**src/sv/utf8bmp_pkg.sv**
```systemverilog
// ----------------------------------------------------------------------------
// utf8bmp_pkg
// Shared types, constants and byte classification for the UTF-8 to
// BMP UTF-16 transcoder.
// ----------------------------------------------------------------------------
package utf8bmp_pkg;

   localparam int UNIT_W = 16;
   localparam int ACC_W  = 31;
   localparam int LEN_W  = 3;

   localparam logic [UNIT_W-1:0] REPL_UNIT      = 16'hFFFD;
   localparam logic [UNIT_W-1:0] CAPACITY_RESET = 16'hFFFF;
   localparam logic [7:0]        CONT_BITS_MASK = 8'h3F;

   typedef enum logic [1:0] {
      CLS_END,
      CLS_ASCII,
      CLS_CONT,
      CLS_LEAD
   } byte_class_type;

   typedef struct packed {
      logic [UNIT_W-1:0] code_unit;
      logic              is_terminator;
      logic [UNIT_W-1:0] kept_count;
      logic              last;
   } rsp_type;

   function automatic byte_class_type classify(input logic [7:0] b);
      byte_class_type cls;
      if (b == 8'h00) begin
         cls = CLS_END;
      end else if (b[7] == 1'b0) begin
         cls = CLS_ASCII;
      end else if (b[7:6] == 2'b10 || b[7:1] == 7'b1111111) begin
         cls = CLS_CONT;
      end else begin
         cls = CLS_LEAD;
      end
      return cls;
   endfunction

   // sequence length implied by a lead byte (C0-FD)
   function automatic logic [LEN_W-1:0] lead_len(input logic [7:0] b);
      logic [LEN_W-1:0] len;
      priority if (b[7:5] == 3'b110)   len = 3'd2;
      else if (b[7:4] == 4'b1110)      len = 3'd3;
      else if (b[7:3] == 5'b11110)     len = 3'd4;
      else if (b[7:2] == 6'b111110)    len = 3'd5;
      else                             len = 3'd6;
      return len;
   endfunction

   // value bits carried by a lead byte
   function automatic logic [7:0] lead_bits(input logic [7:0] b);
      logic [7:0] v;
      priority if (b[7:5] == 3'b110)   v = b & 8'h1F;
      else if (b[7:4] == 4'b1110)      v = b & 8'h0F;
      else if (b[7:3] == 5'b11110)     v = b & 8'h07;
      else if (b[7:2] == 6'b111110)    v = b & 8'h03;
      else                             v = b & 8'h01;
      return v;
   endfunction

   // surrogates and anything above the BMP become the replacement unit
   function automatic logic [UNIT_W-1:0] to_bmp(input logic [ACC_W-1:0] v);
      logic [UNIT_W-1:0] u;
      if (v[ACC_W-1:UNIT_W] != '0 || v[15:11] == 5'b11011) begin
         u = REPL_UNIT;
      end else begin
         u = v[UNIT_W-1:0];
      end
      return u;
   endfunction

endpackage

```
**src/sv/utf8bmp_decoder.sv**
```systemverilog
// ----------------------------------------------------------------------------
// utf8bmp_decoder
// Input byte register plus sequence state. Produces at most one result per
// cycle; a broken sequence holds its byte while replacements drain.
// ----------------------------------------------------------------------------
module utf8bmp_decoder
   import utf8bmp_pkg::*;
(
   input  logic              clock,
   input  logic              reset,
   input  logic              req_valid,
   output logic              req_ready,
   input  logic [7:0]        req_in_byte,
   input  logic [UNIT_W-1:0] capacity,
   input  logic              slot_free,
   output logic              push,
   output rsp_type           push_data
);

   logic [7:0]        byte_ff;
   logic              byte_valid_ff, byte_valid_in;
   logic [LEN_W-1:0]  exp_len_ff, exp_len_in;
   logic [LEN_W-1:0]  seen_ff, seen_in;
   logic [ACC_W-1:0]  acc_ff, acc_in;
   logic [UNIT_W-1:0] count_ff, count_in;

   byte_class_type    cls;
   logic              step;
   logic              done;
   logic              emit;
   logic [UNIT_W-1:0] cap_limit;
   logic              room;
   logic              room_next;
   logic [UNIT_W:0]   count_inc;
   logic [ACC_W-1:0]  acc_shift;
   logic [LEN_W-1:0]  seen_inc;

   assign cls       = classify(byte_ff);
   assign step      = byte_valid_ff && slot_free;
   assign cap_limit = (capacity == '0) ? '0 : capacity - 1'b1;
   assign room      = count_ff < cap_limit;
   assign count_inc = {1'b0, count_ff} + 1'b1;
   assign room_next = count_inc < {1'b0, cap_limit};
   assign acc_shift = {acc_ff[ACC_W-7:0], byte_ff[5:0] & CONT_BITS_MASK[5:0]};
   assign seen_inc  = seen_ff + 1'b1;

   always_comb begin
      exp_len_in = exp_len_ff;
      seen_in    = seen_ff;
      acc_in     = acc_ff;
      count_in   = count_ff;
      done       = 1'b0;
      emit       = 1'b0;
      push_data  = '{code_unit: REPL_UNIT, is_terminator: 1'b0,
                     kept_count: '0, last: 1'b1};
      if (step) begin
         if (exp_len_ff != '0 && cls == CLS_CONT) begin
            done    = 1'b1;
            acc_in  = acc_shift;
            seen_in = seen_inc;
            if (seen_inc >= exp_len_ff) begin
               emit                = room;
               push_data.code_unit = to_bmp(acc_shift);
               exp_len_in          = '0;
               seen_in             = '0;
               acc_in              = '0;
            end
         end else if (exp_len_ff != '0) begin
            // broken sequence: one replacement per byte taken, byte held
            emit    = room;
            seen_in = seen_ff - 1'b1;
            if (seen_ff == 3'd1) begin
               exp_len_in = '0;
               acc_in     = '0;
            end
            push_data.last = !((seen_ff > 3'd1 && room_next) || cls == CLS_END ||
                               (cls == CLS_ASCII && room_next));
         end else begin
            done = 1'b1;
            unique case (cls)
               CLS_END: begin
                  emit                    = 1'b1;
                  push_data.code_unit     = '0;
                  push_data.is_terminator = 1'b1;
                  push_data.kept_count    = count_ff;
                  count_in                = '0;
               end
               CLS_ASCII: begin
                  emit                = room;
                  push_data.code_unit = {8'h00, byte_ff};
               end
               CLS_CONT: begin
                  emit = room;
               end
               CLS_LEAD: begin
                  exp_len_in = lead_len(byte_ff);
                  seen_in    = 3'd1;
                  acc_in     = {{(ACC_W-8){1'b0}}, lead_bits(byte_ff)};
               end
               default: ;
            endcase
         end
         if (emit && !push_data.is_terminator) begin
            count_in = count_inc[UNIT_W-1:0];
         end
      end
   end

   assign push      = emit;
   assign req_ready = !byte_valid_ff || done;

   always_comb begin
      byte_valid_in = byte_valid_ff;
      if (req_valid && req_ready) begin
         byte_valid_in = 1'b1;
      end else if (done) begin
         byte_valid_in = 1'b0;
      end
   end

   always_ff @(posedge clock) begin
      if (reset) begin
         byte_valid_ff <= 1'b0;
         exp_len_ff    <= '0;
         seen_ff       <= '0;
         acc_ff        <= '0;
         count_ff      <= '0;
      end else begin
         byte_valid_ff <= byte_valid_in;
         exp_len_ff    <= exp_len_in;
         seen_ff       <= seen_in;
         acc_ff        <= acc_in;
         count_ff      <= count_in;
      end
   end

   always_ff @(posedge clock) begin
      if (req_valid && req_ready) begin
         byte_ff <= req_in_byte;
      end
   end

endmodule

```
**src/sv/utf8bmp_out_reg.sv**
```systemverilog
// ----------------------------------------------------------------------------
// utf8bmp_out_reg
// Result register; frees its slot in the cycle the consumer takes it.
// ----------------------------------------------------------------------------
module utf8bmp_out_reg
   import utf8bmp_pkg::*;
(
   input  logic    clock,
   input  logic    reset,
   input  logic    push,
   input  rsp_type push_data,
   output logic    slot_free,
   output logic    rsp_valid,
   input  logic    rsp_ready,
   output rsp_type rsp_data
);

   logic    valid_ff, valid_in;
   rsp_type data_ff;

   assign slot_free = !valid_ff || rsp_ready;

   always_comb begin
      valid_in = valid_ff;
      if (push) begin
         valid_in = 1'b1;
      end else if (rsp_ready) begin
         valid_in = 1'b0;
      end
   end

   always_ff @(posedge clock) begin
      if (reset) begin
         valid_ff <= 1'b0;
      end else begin
         valid_ff <= valid_in;
      end
   end

   always_ff @(posedge clock) begin
      if (push) begin
         data_ff <= push_data;
      end
   end

   assign rsp_valid = valid_ff;
   assign rsp_data  = data_ff;

endmodule

```
**src/sv/utf8_to_bmp_utf16_transcoder.sv**
```systemverilog
// ----------------------------------------------------------------------------
// utf8_to_bmp_utf16_transcoder
// Decodes UTF-8 bytes into BMP UTF-16 code units with replacement on errors
// and an output capacity limit per string.
//
//   port group   direction   contents
//   req_*        in          one UTF-8 byte, valid/ready
//   rsp_*        out         code unit, terminator flag, kept count, last
//   csr_*        in          output capacity write, no read-back
//
// One byte per cycle unless a sequence breaks or the result register stalls.
// A non-continuation byte in an open sequence is held while one replacement
// unit per byte already taken passes the single result register.
// Reset: capacity 65535, no sequence open, unit count zero.
// A stalled result register stops decoding; the input register still holds
// one byte, so the request side stalls only once both are full.
// ----------------------------------------------------------------------------
module utf8_to_bmp_utf16_transcoder
   import utf8bmp_pkg::*;
(
   input  logic              clock,
   input  logic              reset,
   input  logic              req_valid,
   output logic              req_ready,
   input  logic [7:0]        req_in_byte,
   output logic              rsp_valid,
   input  logic              rsp_ready,
   output logic [UNIT_W-1:0] rsp_code_unit,
   output logic              rsp_is_terminator,
   output logic [UNIT_W-1:0] rsp_kept_count,
   output logic              rsp_last,
   input  logic              csr_wr_en,
   input  logic [UNIT_W-1:0] csr_wr_data
);

   logic [UNIT_W-1:0] capacity_ff;
   logic              slot_free;
   logic              push;
   rsp_type           push_data;
   rsp_type           rsp_data;

   always_ff @(posedge clock) begin
      if (reset) begin
         capacity_ff <= CAPACITY_RESET;
      end else if (csr_wr_en) begin
         capacity_ff <= csr_wr_data;
      end
   end

   utf8bmp_decoder u_decoder (
      .clock       (clock),
      .reset       (reset),
      .req_valid   (req_valid),
      .req_ready   (req_ready),
      .req_in_byte (req_in_byte),
      .capacity    (capacity_ff),
      .slot_free   (slot_free),
      .push        (push),
      .push_data   (push_data)
   );

   utf8bmp_out_reg u_out_reg (
      .clock     (clock),
      .reset     (reset),
      .push      (push),
      .push_data (push_data),
      .slot_free (slot_free),
      .rsp_valid (rsp_valid),
      .rsp_ready (rsp_ready),
      .rsp_data  (rsp_data)
   );

   assign rsp_code_unit     = rsp_data.code_unit;
   assign rsp_is_terminator = rsp_data.is_terminator;
   assign rsp_kept_count    = rsp_data.kept_count;
   assign rsp_last          = rsp_data.last;

   a_term_is_last: assert property (@(posedge clock) disable iff (reset)
      rsp_valid && rsp_is_terminator |-> rsp_last && rsp_code_unit == '0)
      else $error("terminator result not marked last");

   a_count_only_on_term: assert property (@(posedge clock) disable iff (reset)
      rsp_valid && !rsp_is_terminator |-> rsp_kept_count == '0)
      else $error("kept count on a non-terminator result");

   a_no_surrogate: assert property (@(posedge clock) disable iff (reset)
      rsp_valid |-> !(rsp_code_unit >= 16'hD800 && rsp_code_unit <= 16'hDFFF))
      else $error("surrogate code unit emitted");

   a_push_needs_slot: assert property (@(posedge clock) disable iff (reset)
      rsp_valid && !rsp_ready |=> $past(!push))
      else $error("result register overwritten while stalled");

endmodule

```
**config.mk**
```make
export PLATFORM = sky130hd
export DESIGN_NAME = utf8_to_bmp_utf16_transcoder
export DESIGN_NICKNAME = d
export VERILOG_FILES = /design/src/sv/utf8bmp_pkg.sv /design/src/sv/utf8bmp_decoder.sv /design/src/sv/utf8bmp_out_reg.sv /design/src/sv/utf8_to_bmp_utf16_transcoder.sv
export SDC_FILE = /design/constraint.sdc
export NUM_CORES = 1
export LEC_CHECK = 0
export BUFFER_PORTS_ARGS = -buffer_cell sky130_fd_sc_hd__buf_2
export CAP_MARGIN = 0
export CORE_ASPECT_RATIO = 0.8
export CORE_UTILIZATION = 55
export CTS_BUF_LIST = sky130_fd_sc_hd__clkbuf_8
export DETAILED_ROUTE_END_ITERATION = 7
export PLACE_DENSITY_LB_ADDON = 0.2
export RECOVER_POWER = 25
export SLEW_MARGIN = 20
export SYNTH_ARGS = -nofsm -noshare
export SYNTH_HDL_FRONTEND = slang
export SYNTH_SLANG_ARGS = --single-unit
```
**constraint.sdc**
```tcl
create_clock -name clock -period 7.81 [get_ports clock]
set_input_delay 0.3905 -clock clock [delete_from_list [all_inputs] [get_ports clock]]
set_output_delay 0.3905 -clock clock [all_outputs]
set_load 0.02 [all_outputs]
```
[Yosys cells after proc, flatten, opt, wreduce, memory -nomap -nowiden]
Index checks and enable logic that the tools add are counted.
Word-level totals
  register bits: 107
  input port bits: 29
  logic and storage cells: 117
Cells by class
  $add $sub $neg: 4
  $lt $le $gt $ge: 4
  equal/unequal tests: 15
  muxes and demuxes: 52
  reduce and logical (&&, ||, !) cells: 30
Operators by type and width (count)
  2-to-1 mux 16 bit: 8
  2-to-1 mux 25 bit: 5
  2-to-1 mux 3 bit: 13
  2-to-1 mux 18 bit: 2
  2-to-1 mux 33 bit: 1
  case mux 16 bit (2 select lines): 1
  adder 16 x 1 -> 17 bit (second input constant): 1
  less-than comparator 17 x 16 -> 1 bit: 1
  2-to-1 mux 17 bit: 1
  logical NOT 16 bit: 1
  less-than comparator 16 bit: 1
  2-to-1 mux 8 bit: 2
  subtractor 16 x 1 -> 16 bit (second input constant): 1
  nonzero test 15 bit: 1
  2-to-1 mux 1 bit: 14
  equality test 5 bit (second input constant): 2
  logical NOT 8 bit: 1
  2-to-1 mux 2 bit: 4
  AND reduction 4 bit: 2
  equality test 7 bit (second input constant): 1
  equality test 2 bit (second input constant): 3
  equality test 6 bit (second input constant): 1
  logical AND 1 bit: 6
  logical OR 1 bit: 6
  other kinds (18): 26

[Depth between registers and ports, before layout]
Gate-level depths: netlist of the first run.
  depth in word-level cells: 16
  mapped depth: 15
  gate-level depth less buffers: 14

[Hierarchy]
A second synthesis of the first run with hierarchy kept.
Unflattened totals
  cell total of the unflattened synthesis: 645
  area total of the unflattened synthesis: 5985.7 sq um
By module, submodules not included
  utf8bmp_decoder: instances 1, cells an instance 554, area each 4319.1 sq um, seq. area each 1201.2 sq um
  utf8bmp_out_reg: instances 1, cells an instance 38, area each 1067.3 sq um, seq. area each 1041.0 sq um
  utf8_to_bmp_utf16_transcoder: instances 1, cells an instance 53, area each 599.3 sq um, seq. area each 320.3 sq um

[Worst setup path before layout of the first run]
Ideal clock, no wire load.
  kind: register to register
  start point: register capacity_ff[3]
  end point: register u_out_reg.data_ff (netlist bit u_out_reg.rsp_data[0]), enable pin
  setup time: 0.436 ns
  data arrival time: 5.083 ns
  path slack: 2.290 ns
  cell stages (with the launch flop): 13
  path buffers: 1
  period minus slack after synthesis: 5.520 ns
  cells stage by stage: dfxtp_1 or4_4 or3_1 or3b_2 nor3_1 xor2_1 nand2_1 ha_1 and4_1 a221oi_1 o211ai_4 buf_6 a21oi_1
On the way
  word-level cells in the longest chain between the ends: 8
  elaborated cells on any way between the ends: 10
  classes of those cells: 1 x add/sub; 1 x order compare; 7 x mux; 1 x reduce/logical
Ends and longest elaborated chain
  start: declaration: RTL line utf8_to_bmp_utf16_transcoder.sv:36  | logic [UNIT_W-1:0] capacity_ff;
  start signal: assignment: RTL line utf8_to_bmp_utf16_transcoder.sv:46  | capacity_ff <= csr_wr_data;
  subtractor 16 x 1 -> 16 bit / logical NOT 16 bit (equally long branches): RTL line utf8bmp_decoder.sv:40  | assign cap_limit = (capacity == '0) ? '0 : capacity - 1'b1;
  2-to-1 mux 16 bit *: RTL line utf8bmp_decoder.sv:40
  less-than comparator 16 bit *: RTL line utf8bmp_decoder.sv:41  | assign room = count_ff < cap_limit;
  case mux 1 bit (2 select lines): RTL line utf8bmp_decoder.sv:80  | unique case (cls)
  2-to-1 mux 1 bit: RTL line utf8bmp_decoder.sv:68  | end else if (exp_len_ff != '0) begin
  2-to-1 mux 1 bit *: RTL line utf8bmp_decoder.sv:57  | if (exp_len_ff != '0 && cls == CLS_CONT) begin
  2-to-1 mux 1 bit * (2 in series): RTL line utf8bmp_decoder.sv:56  | if (step) begin
  named net push: RTL line utf8_to_bmp_utf16_transcoder.sv:38  | logic push;
  end signal: assignment: RTL line utf8bmp_out_reg.sv:42  | data_ff <= push_data;
  end: declaration: RTL line utf8bmp_out_reg.sv:19  | rsp_type data_ff;
Mark *: on every way through the listed nets, which the timed path passes. The rest lies on a longest branch. The select of a mux whose other input is x is not followed.
A chain may end at the register's enable or synchronous reset.

[Worst setup path after layout of the first run]
  start point: register capacity_ff[3]
  end point: register u_out_reg.data_ff (netlist bit u_out_reg.rsp_data[13]), enable pin
The elaborated chain is that of the path after synthesis.

==> impl_metrics.tcl, run 1 <==
set metrics [dict create \
    clk_pin_slew_ns 0.10 \
    grt_pass1_wl_um 20700 \
    diodes 0 \
    pwr-share-comb_pct 13.9 \
    ios 65 \
    maxSlewViolCount 0 \
    use_met3_pct 4.342 \
    final_util_pct 63.81 \
    grt_pass1_vias 4119 \
    startpoint "capacity_ff[3]" \
    cp_top_family "simple AND/OR/NAND/NOR gates" \
    die_w_um 115.8 \
    yosys.area.top_type "dfxtp_1" \
    peakVddDrop_mv 0.1697 \
    avgSynthCellArea_um2 9.241 \
    synth_area_um2 5702 \
    clock.fmax_ghz 0.2200 \
    port_buffers 64 \
    synthTopCellsByCount "nand2_1, dfxtp_1, a21oi_1" \
    root_buffer "clkbuf_8" \
    p_leak_nw 2.485 \
    ys.warnings.count 0 \
    place_congestion 0.8723 \
    rows 32 \
    antenna_found_initial 0 \
    p_clk_share_pct 28.8 \
    syn_nets 688 \
    initial_utilization_pct 57.89 \
    num_vias 4601 \
    drive_above_1_share_pct 9.911 \
    grt_max_degree 35 \
    ys_seq_elements 107 \
    chipHeight_um 93.07 \
    pwr-share-seq_pct 57.3 \
    cp_slowest_cell "or4_4" \
    drc_errors 0 \
    drt_pre_antenna_iters 5 \
    tns_ns 0 \
    met2_usage_pct 36.36 \
    powerDensity_nw_per_um2 171.7 \
    worst_slew_pin_slew_ns 0.9622 \
    cts_inserted_buffers 9 \
    dpl.hpwl_um 9466 \
    synth.distinct_cells 57 \
    coreArea_um2 9849 \
    synthDominantCellAreaShare_pct 22.82 \
    hp-class "primary input to flip-flop" \
    slew_headroom_pct 35.62 \
    crit_path_cell_trace "or4_4, or3_1, or3b_2, nor3_1, xor2_1, nand2_1, ha_1, and4_1, a221oi_1, o211ai_4, a21oi_4, buf_16" \
    clk_latency_ns 0.37 \
    gr-total-overflow 0 \
    cts_sinks 107 \
    p_switching_w 0.0003071 \
    yosysMostFrequentCell "nand2_1" \
    cts_resized 0 \
    cp.required_ns 7.88 \
    crit_type "flip-flop to flip-flop" \
    cts_tree "built" \
    die_area_um2 10780 \
    cts_buffer_depth 2 \
    busiest_layer "met1" \
    drv_cap 0 \
    viasPerCell 5.666 \
    cts.htree.levels 3 \
    ant_nets 0 \
    slowest_delay_ns 0.57 \
    grt_use_met1_pct 37.62 \
    drt-initial-drc-count 436 \
    async_flop_share_pct 0 \
    power_w 0.001079 \
    end_kind "flip-flop" \
    seq_area_frac_synth_pct 44.94 \
    postCtsSetupBuffers 0 \
    rr_startpoint "capacity_ff[3]" \
    skew_ns 0.01631 \
    grt_usage_pct 24.78 \
    routed_wl_um 12660 \
    period_needed_ns 4.545 \
    cp_num_buf_inv 1 \
    finalNetCount 742 \
    status "finished clean" \
    hold_start "req_in_byte[7]" \
    cp-start-kind "flip-flop" \
    wire_per_inst_um 15.59 \
    min_period_over_period_pct 58.20 \
    rsz0062_at_grt "no" \
    ys.flop_type "dfxtp_1" \
    critPathArrivalTime_ns 4.62 \
    final_hold_viol_count 0 \
    cp_max_fo 25 \
    intPower_w 0.0007721 \
    p_sw_share_pct 28.46 \
    synth_area_leaders "dfxtp_1, edfxtp_1, ha_1, nand2_1, a21oi_1" \
    synth_edf_count 42 \
    cts_hold_buffers 0 \
    setup_viol 0 \
    area_delta_synth_final_pct 10.23 \
    synthCells 617 \
]
worst reg2reg max path, cell delays in order, from the launching register on:
cell and delay (ns):
dfxtp_1 0.37, or4_4 0.57, or3_1 0.41, or3b_2 0.51
nor3_1 0.18, xor2_1 0.17, nand2_1 0.10, ha_1 0.32
and4_1 0.22, a221oi_1 0.41, o211ai_4 0.27, a21oi_4 0.49
buf_16 0.24
power by group through the flow:
stage | Sequential (W) | Clock [W] | Combinational (W)
finish | 0.000619 | 0.000311 | 0.000150
global route | 0.000622 | 0.000337 | 0.000166
CTS | 0.000619 | 0.000318 | 0.000147
detailed placement | 0.000631 | 0 | 0.000147
global placement | 0.000630 | 0 | 0.000143
floorplan | 0.000636 | 0 | 0.0000973
path summary, 6_finish.rpt:
kind | to | slack, ns | cells past startpoint
max | u_out_reg.rsp_data[13] | 3.26 | 12
min | u_decoder.byte_ff[7] | 0.19 | 1
max reg2reg | u_out_reg.rsp_data[13] | 3.26 | 12
min reg2reg | u_decoder.acc_ff[24] | 0.46 | 2
layout by cell type (no fill, tap or decap), drive strengths merged, types with 5 or more instances in the layout:
master | Yosys | final
nand2 | 129 | 129
dfxtp | 65 | 65
a21oi | 50 | 50
ha | 42 | 42
edfxtp | 42 | 42
buf | 4 | 40
clkbuf | 20 | 36
nor2 | 28 | 28
inv | 19 | 25
o21ai | 24 | 24
mux2i | 22 | 22
and2 | 15 | 15
nor3 | 13 | 13
xor2 | 13 | 13
a21o | 12 | 12
xnor2 | 11 | 11
or3 | 10 | 10
nand3 | 9 | 9
o211ai | 9 | 9
nor4 | 7 | 7
nand4 | 7 | 7
o311ai | 7 | 7
or2 | 6 | 6
nand2b | 5 | 5
o31ai | 5 | 5
layer usage:
layer	wire (um)	up-vias
li1	-	2327
met1	6424	2104
met2	5357	156
met3	742	14
met4	134	0
met5	0	-
cell families (layout without fill, tap and decap cells):
logic type	after synthesis	in the layout	share of synthesized area (%)
AO/OA/AOI/OAI	133	133	15.01
flip-flops	107	107	44.94
adder cells (fa/ha/maj)	42	42	9.217
AND/OR/NAND/NOR	245	245	20.17
XOR/XNOR	24	24	3.687
buffers and inverters	44	103	3.116
multiplexers	22	22	3.862
state kept, by name, indices dropped and copies added (netlist names):
register and cells:
u_decoder.acc_ff 25, u_out_reg.rsp_data 34, u_decoder.count_ff 16, u_out_reg.rsp_valid 1, capacity_ff 16, u_decoder.exp_len_ff 3, u_decoder.byte_ff 8, u_decoder.byte_valid_ff 1
u_decoder.seen_ff 3
cell type report:
cell class | count | area (um2)
Clock buffer | 9 | 123.9
Clock inverter | 7 | 51.30
Fill cell | 872 | 3565
Inverter | 20 | 75.07
Multi-Input combinational cell | 466 | 2973
Sequential cell | 107 | 2562
Tap cell | 136 | 170.2
Timing Repair Buffer | 67 | 329.1
metrics by stage:
step	hold WS [ns]	setup WS, ns	cells	instance area (um2)
5_1_grt	0.1759	2.967	812	6285
4_1_cts	0.1759	2.926	811	6291
3_3_place_gp	0.4425	3.045	795	6116
3_5_place_dp	0.4485	2.938	795	6116
6_report	0.1942	3.265	812	6285
2_1_floorplan	0.4360	2.290	617	5702
Note: power is estimated with default switching activity, not from simulation.
==> run 2, diff against run 1 <==
==> constraint.sdc (replaced) <==
create_clock -name clock -period 4.2 [get_ports clock]
set_input_delay 0.21 -clock clock [delete_from_list [all_inputs] [get_ports clock]]
set_output_delay 0.21 -clock clock [all_outputs]
set_load 0.02 [all_outputs]
==> impl_metrics.tcl, run 2 (same netlist as run 1, synthesis figures left out) <==
set metrics [dict create \
    status "finished clean" \
    drc_errors 0 \
    diodes 0 \
    initial_utilization_pct 57.89 \
    setup_viol 0 \
    place_congestion 0.8893 \
    final_hold_viol_count 0 \
    cp_slowest_cell "or4_4" \
    num_vias 4743 \
    die_w_um 115.8 \
    drive_above_1_share_pct 12.28 \
    coreArea_um2 9849 \
    cp.required_ns 4.51 \
    end_kind "flip-flop" \
    maxSlewViolCount 0 \
    power_w 0.002078 \
    slew_headroom_pct 36.54 \
    grt_max_degree 35 \
    grt_usage_pct 25.03 \
    cpMostUsedCell "or3_4" \
    cp_num_buf_inv 0 \
    cts_buffer_depth 2 \
    clk_latency_ns 0.39 \
    hp-class "primary input to flip-flop" \
    final_cell_mix "nand2_1, dfxtp_1, a21oi_1" \
    port_buffers 64 \
    period_needed_ns 3.924 \
    slowest_delay_ns 0.58 \
    ant_nets 0 \
    root_buffer "clkbuf_8" \
    finalNetCount 758 \
    crit_path_cell_trace "or4_4, or3_4, or3b_4, nor3_2, xor2_1, nand2_1, ha_1, and4_1, a221oi_2, o211ai_4, or3_4, o31ai_1" \
    gr-total-overflow 0 \
    chipHeight_um 93.07 \
    cp_top_family "simple AND/OR/NAND/NOR gates" \
    clk_pin_slew_ns 0.11 \
    final_util_pct 65.80 \
    area_delta_synth_final_pct 13.67 \
    p_leak_nw 2.581 \
    crit_type "flip-flop to flip-flop" \
    cts_tree "built" \
    cts.htree.levels 3 \
    place_inst 802 \
    routed_wl_um 12740 \
    viasPerCell 5.728 \
    drv_cap 0 \
    rows 32 \
    skew_ns 0.01504 \
    cts_sinks 107 \
    cts_inserted_buffers 9 \
    grt_pass1_wl_um 20830 \
    powerDensity_nw_per_um2 320.7 \
    drt_pre_antenna_iters 4 \
    min_period_over_period_pct 93.42 \
    antenna_found_initial 0 \
    cp_max_fo 9 \
    die_area_um2 10780 \
    drt-initial-drc-count 386 \
    clock.fmax_ghz 0.2549 \
    rsz0062_at_grt "no" \
    grt_pass1_vias 4198 \
    largest_register_ffs 34 \
    tns_ns 0 \
    peakVddDrop_mv 0.2124 \
    ios 65 \
    instances_no_fill 828 \
    critPathArrivalTime_ns 4.23 \
    worst_slew_pin_slew_ns 0.9483 \
    wire_per_inst_um 15.38 \
    final_common_cell "nand2_1" \
    dpl.hpwl_um 9519 \
    cp-start-kind "flip-flop" \
]
## run 2: cell count changes in the layout (fill, tap and decap cells not counted), moves of 2 or more
| cell | change |
|---|---|
| buf_2 | +3 |
| inv_1 | -2 |
| or3_1 | -2 |
| clkbuf_1 | -3 |
| dlygate4sd3_1 | +8 |
| clkinv_8 | +2 |
| buf_4 | +8 |
| or3_4 | +2 |
## run 2: worst paths after layout
path	from	to	slack [ns]	depth (start not counted)
setup / recovery	capacity_ff[3]	u_decoder.count_ff[7]	0.28	12
hold / removal	csr_wr_data[14]	capacity_ff[14]	0.03	3
setup reg to reg	capacity_ff[3]	u_decoder.count_ff[7]	0.28	12
hold reg to reg	u_decoder.acc_ff[23]	u_decoder.acc_ff[23]	0.46	2
## run 2: area by class of cell
class	count	area, um2
Clock buffer	9	123.9
Clock inverter	7	78.83
Fill cell	849	3368
Inverter	20	75.07
Multi-Input combinational cell	466	3005
Sequential cell	107	2562
Tap cell	136	170.2
Timing Repair Buffer	83	465.4
## run 2: stage by stage
| step | area, um2 | hold WS, ns | worst slack [ns] |
|---|---|---|---|
| after floorplan | 5732 | 0.3089 | 0.05029 |
| after detailed placement | 6200 | 0.3887 | 0.04640 |
| after global routing | 6481 | 0.03277 | 0.02106 |
| final | 6481 | 0.03282 | 0.2763 |
| after CTS | 6482 | 0.01881 | 0.04097 |
| after global placement | 6200 | 0.3866 | 0.2192 |
## run 2: report_power, final
group	switching [W]	leakage (nW)	total, W	internal (W)
clock network	0.000392	0.104	0.000630	0.000237
logic	0.000188	1.56	0.000299	0.000111
registers	0.0000319	0.920	0.00115	0.00112
## run 2: per-layer routing
metal / vias up / wire length (um) / global-route usage, %
li1: 2364 / - / -
met1: 2198 / 6429 / 37.96
met2: 173 / 5371 / 35.96
met3: 8 / 837 / 4.796
met4: 0 / 98 / 6.731
met5: - / 0 / 0
## run 2: repair_timing
item | 4_1_cts | 5_1_grt
gates resized for setup | 0 | 3
setup endpoints to repair | 0 | 50
hold buffers | 8 | 0
endpoints found under the hold margin | 8 | 0
buffers inserted | 0 | 2
## run 2: tightest hold or removal path: stages
cell and delay, ns:
buf_2 0.07, mux2i_1 0.05, nand2_1 0.05
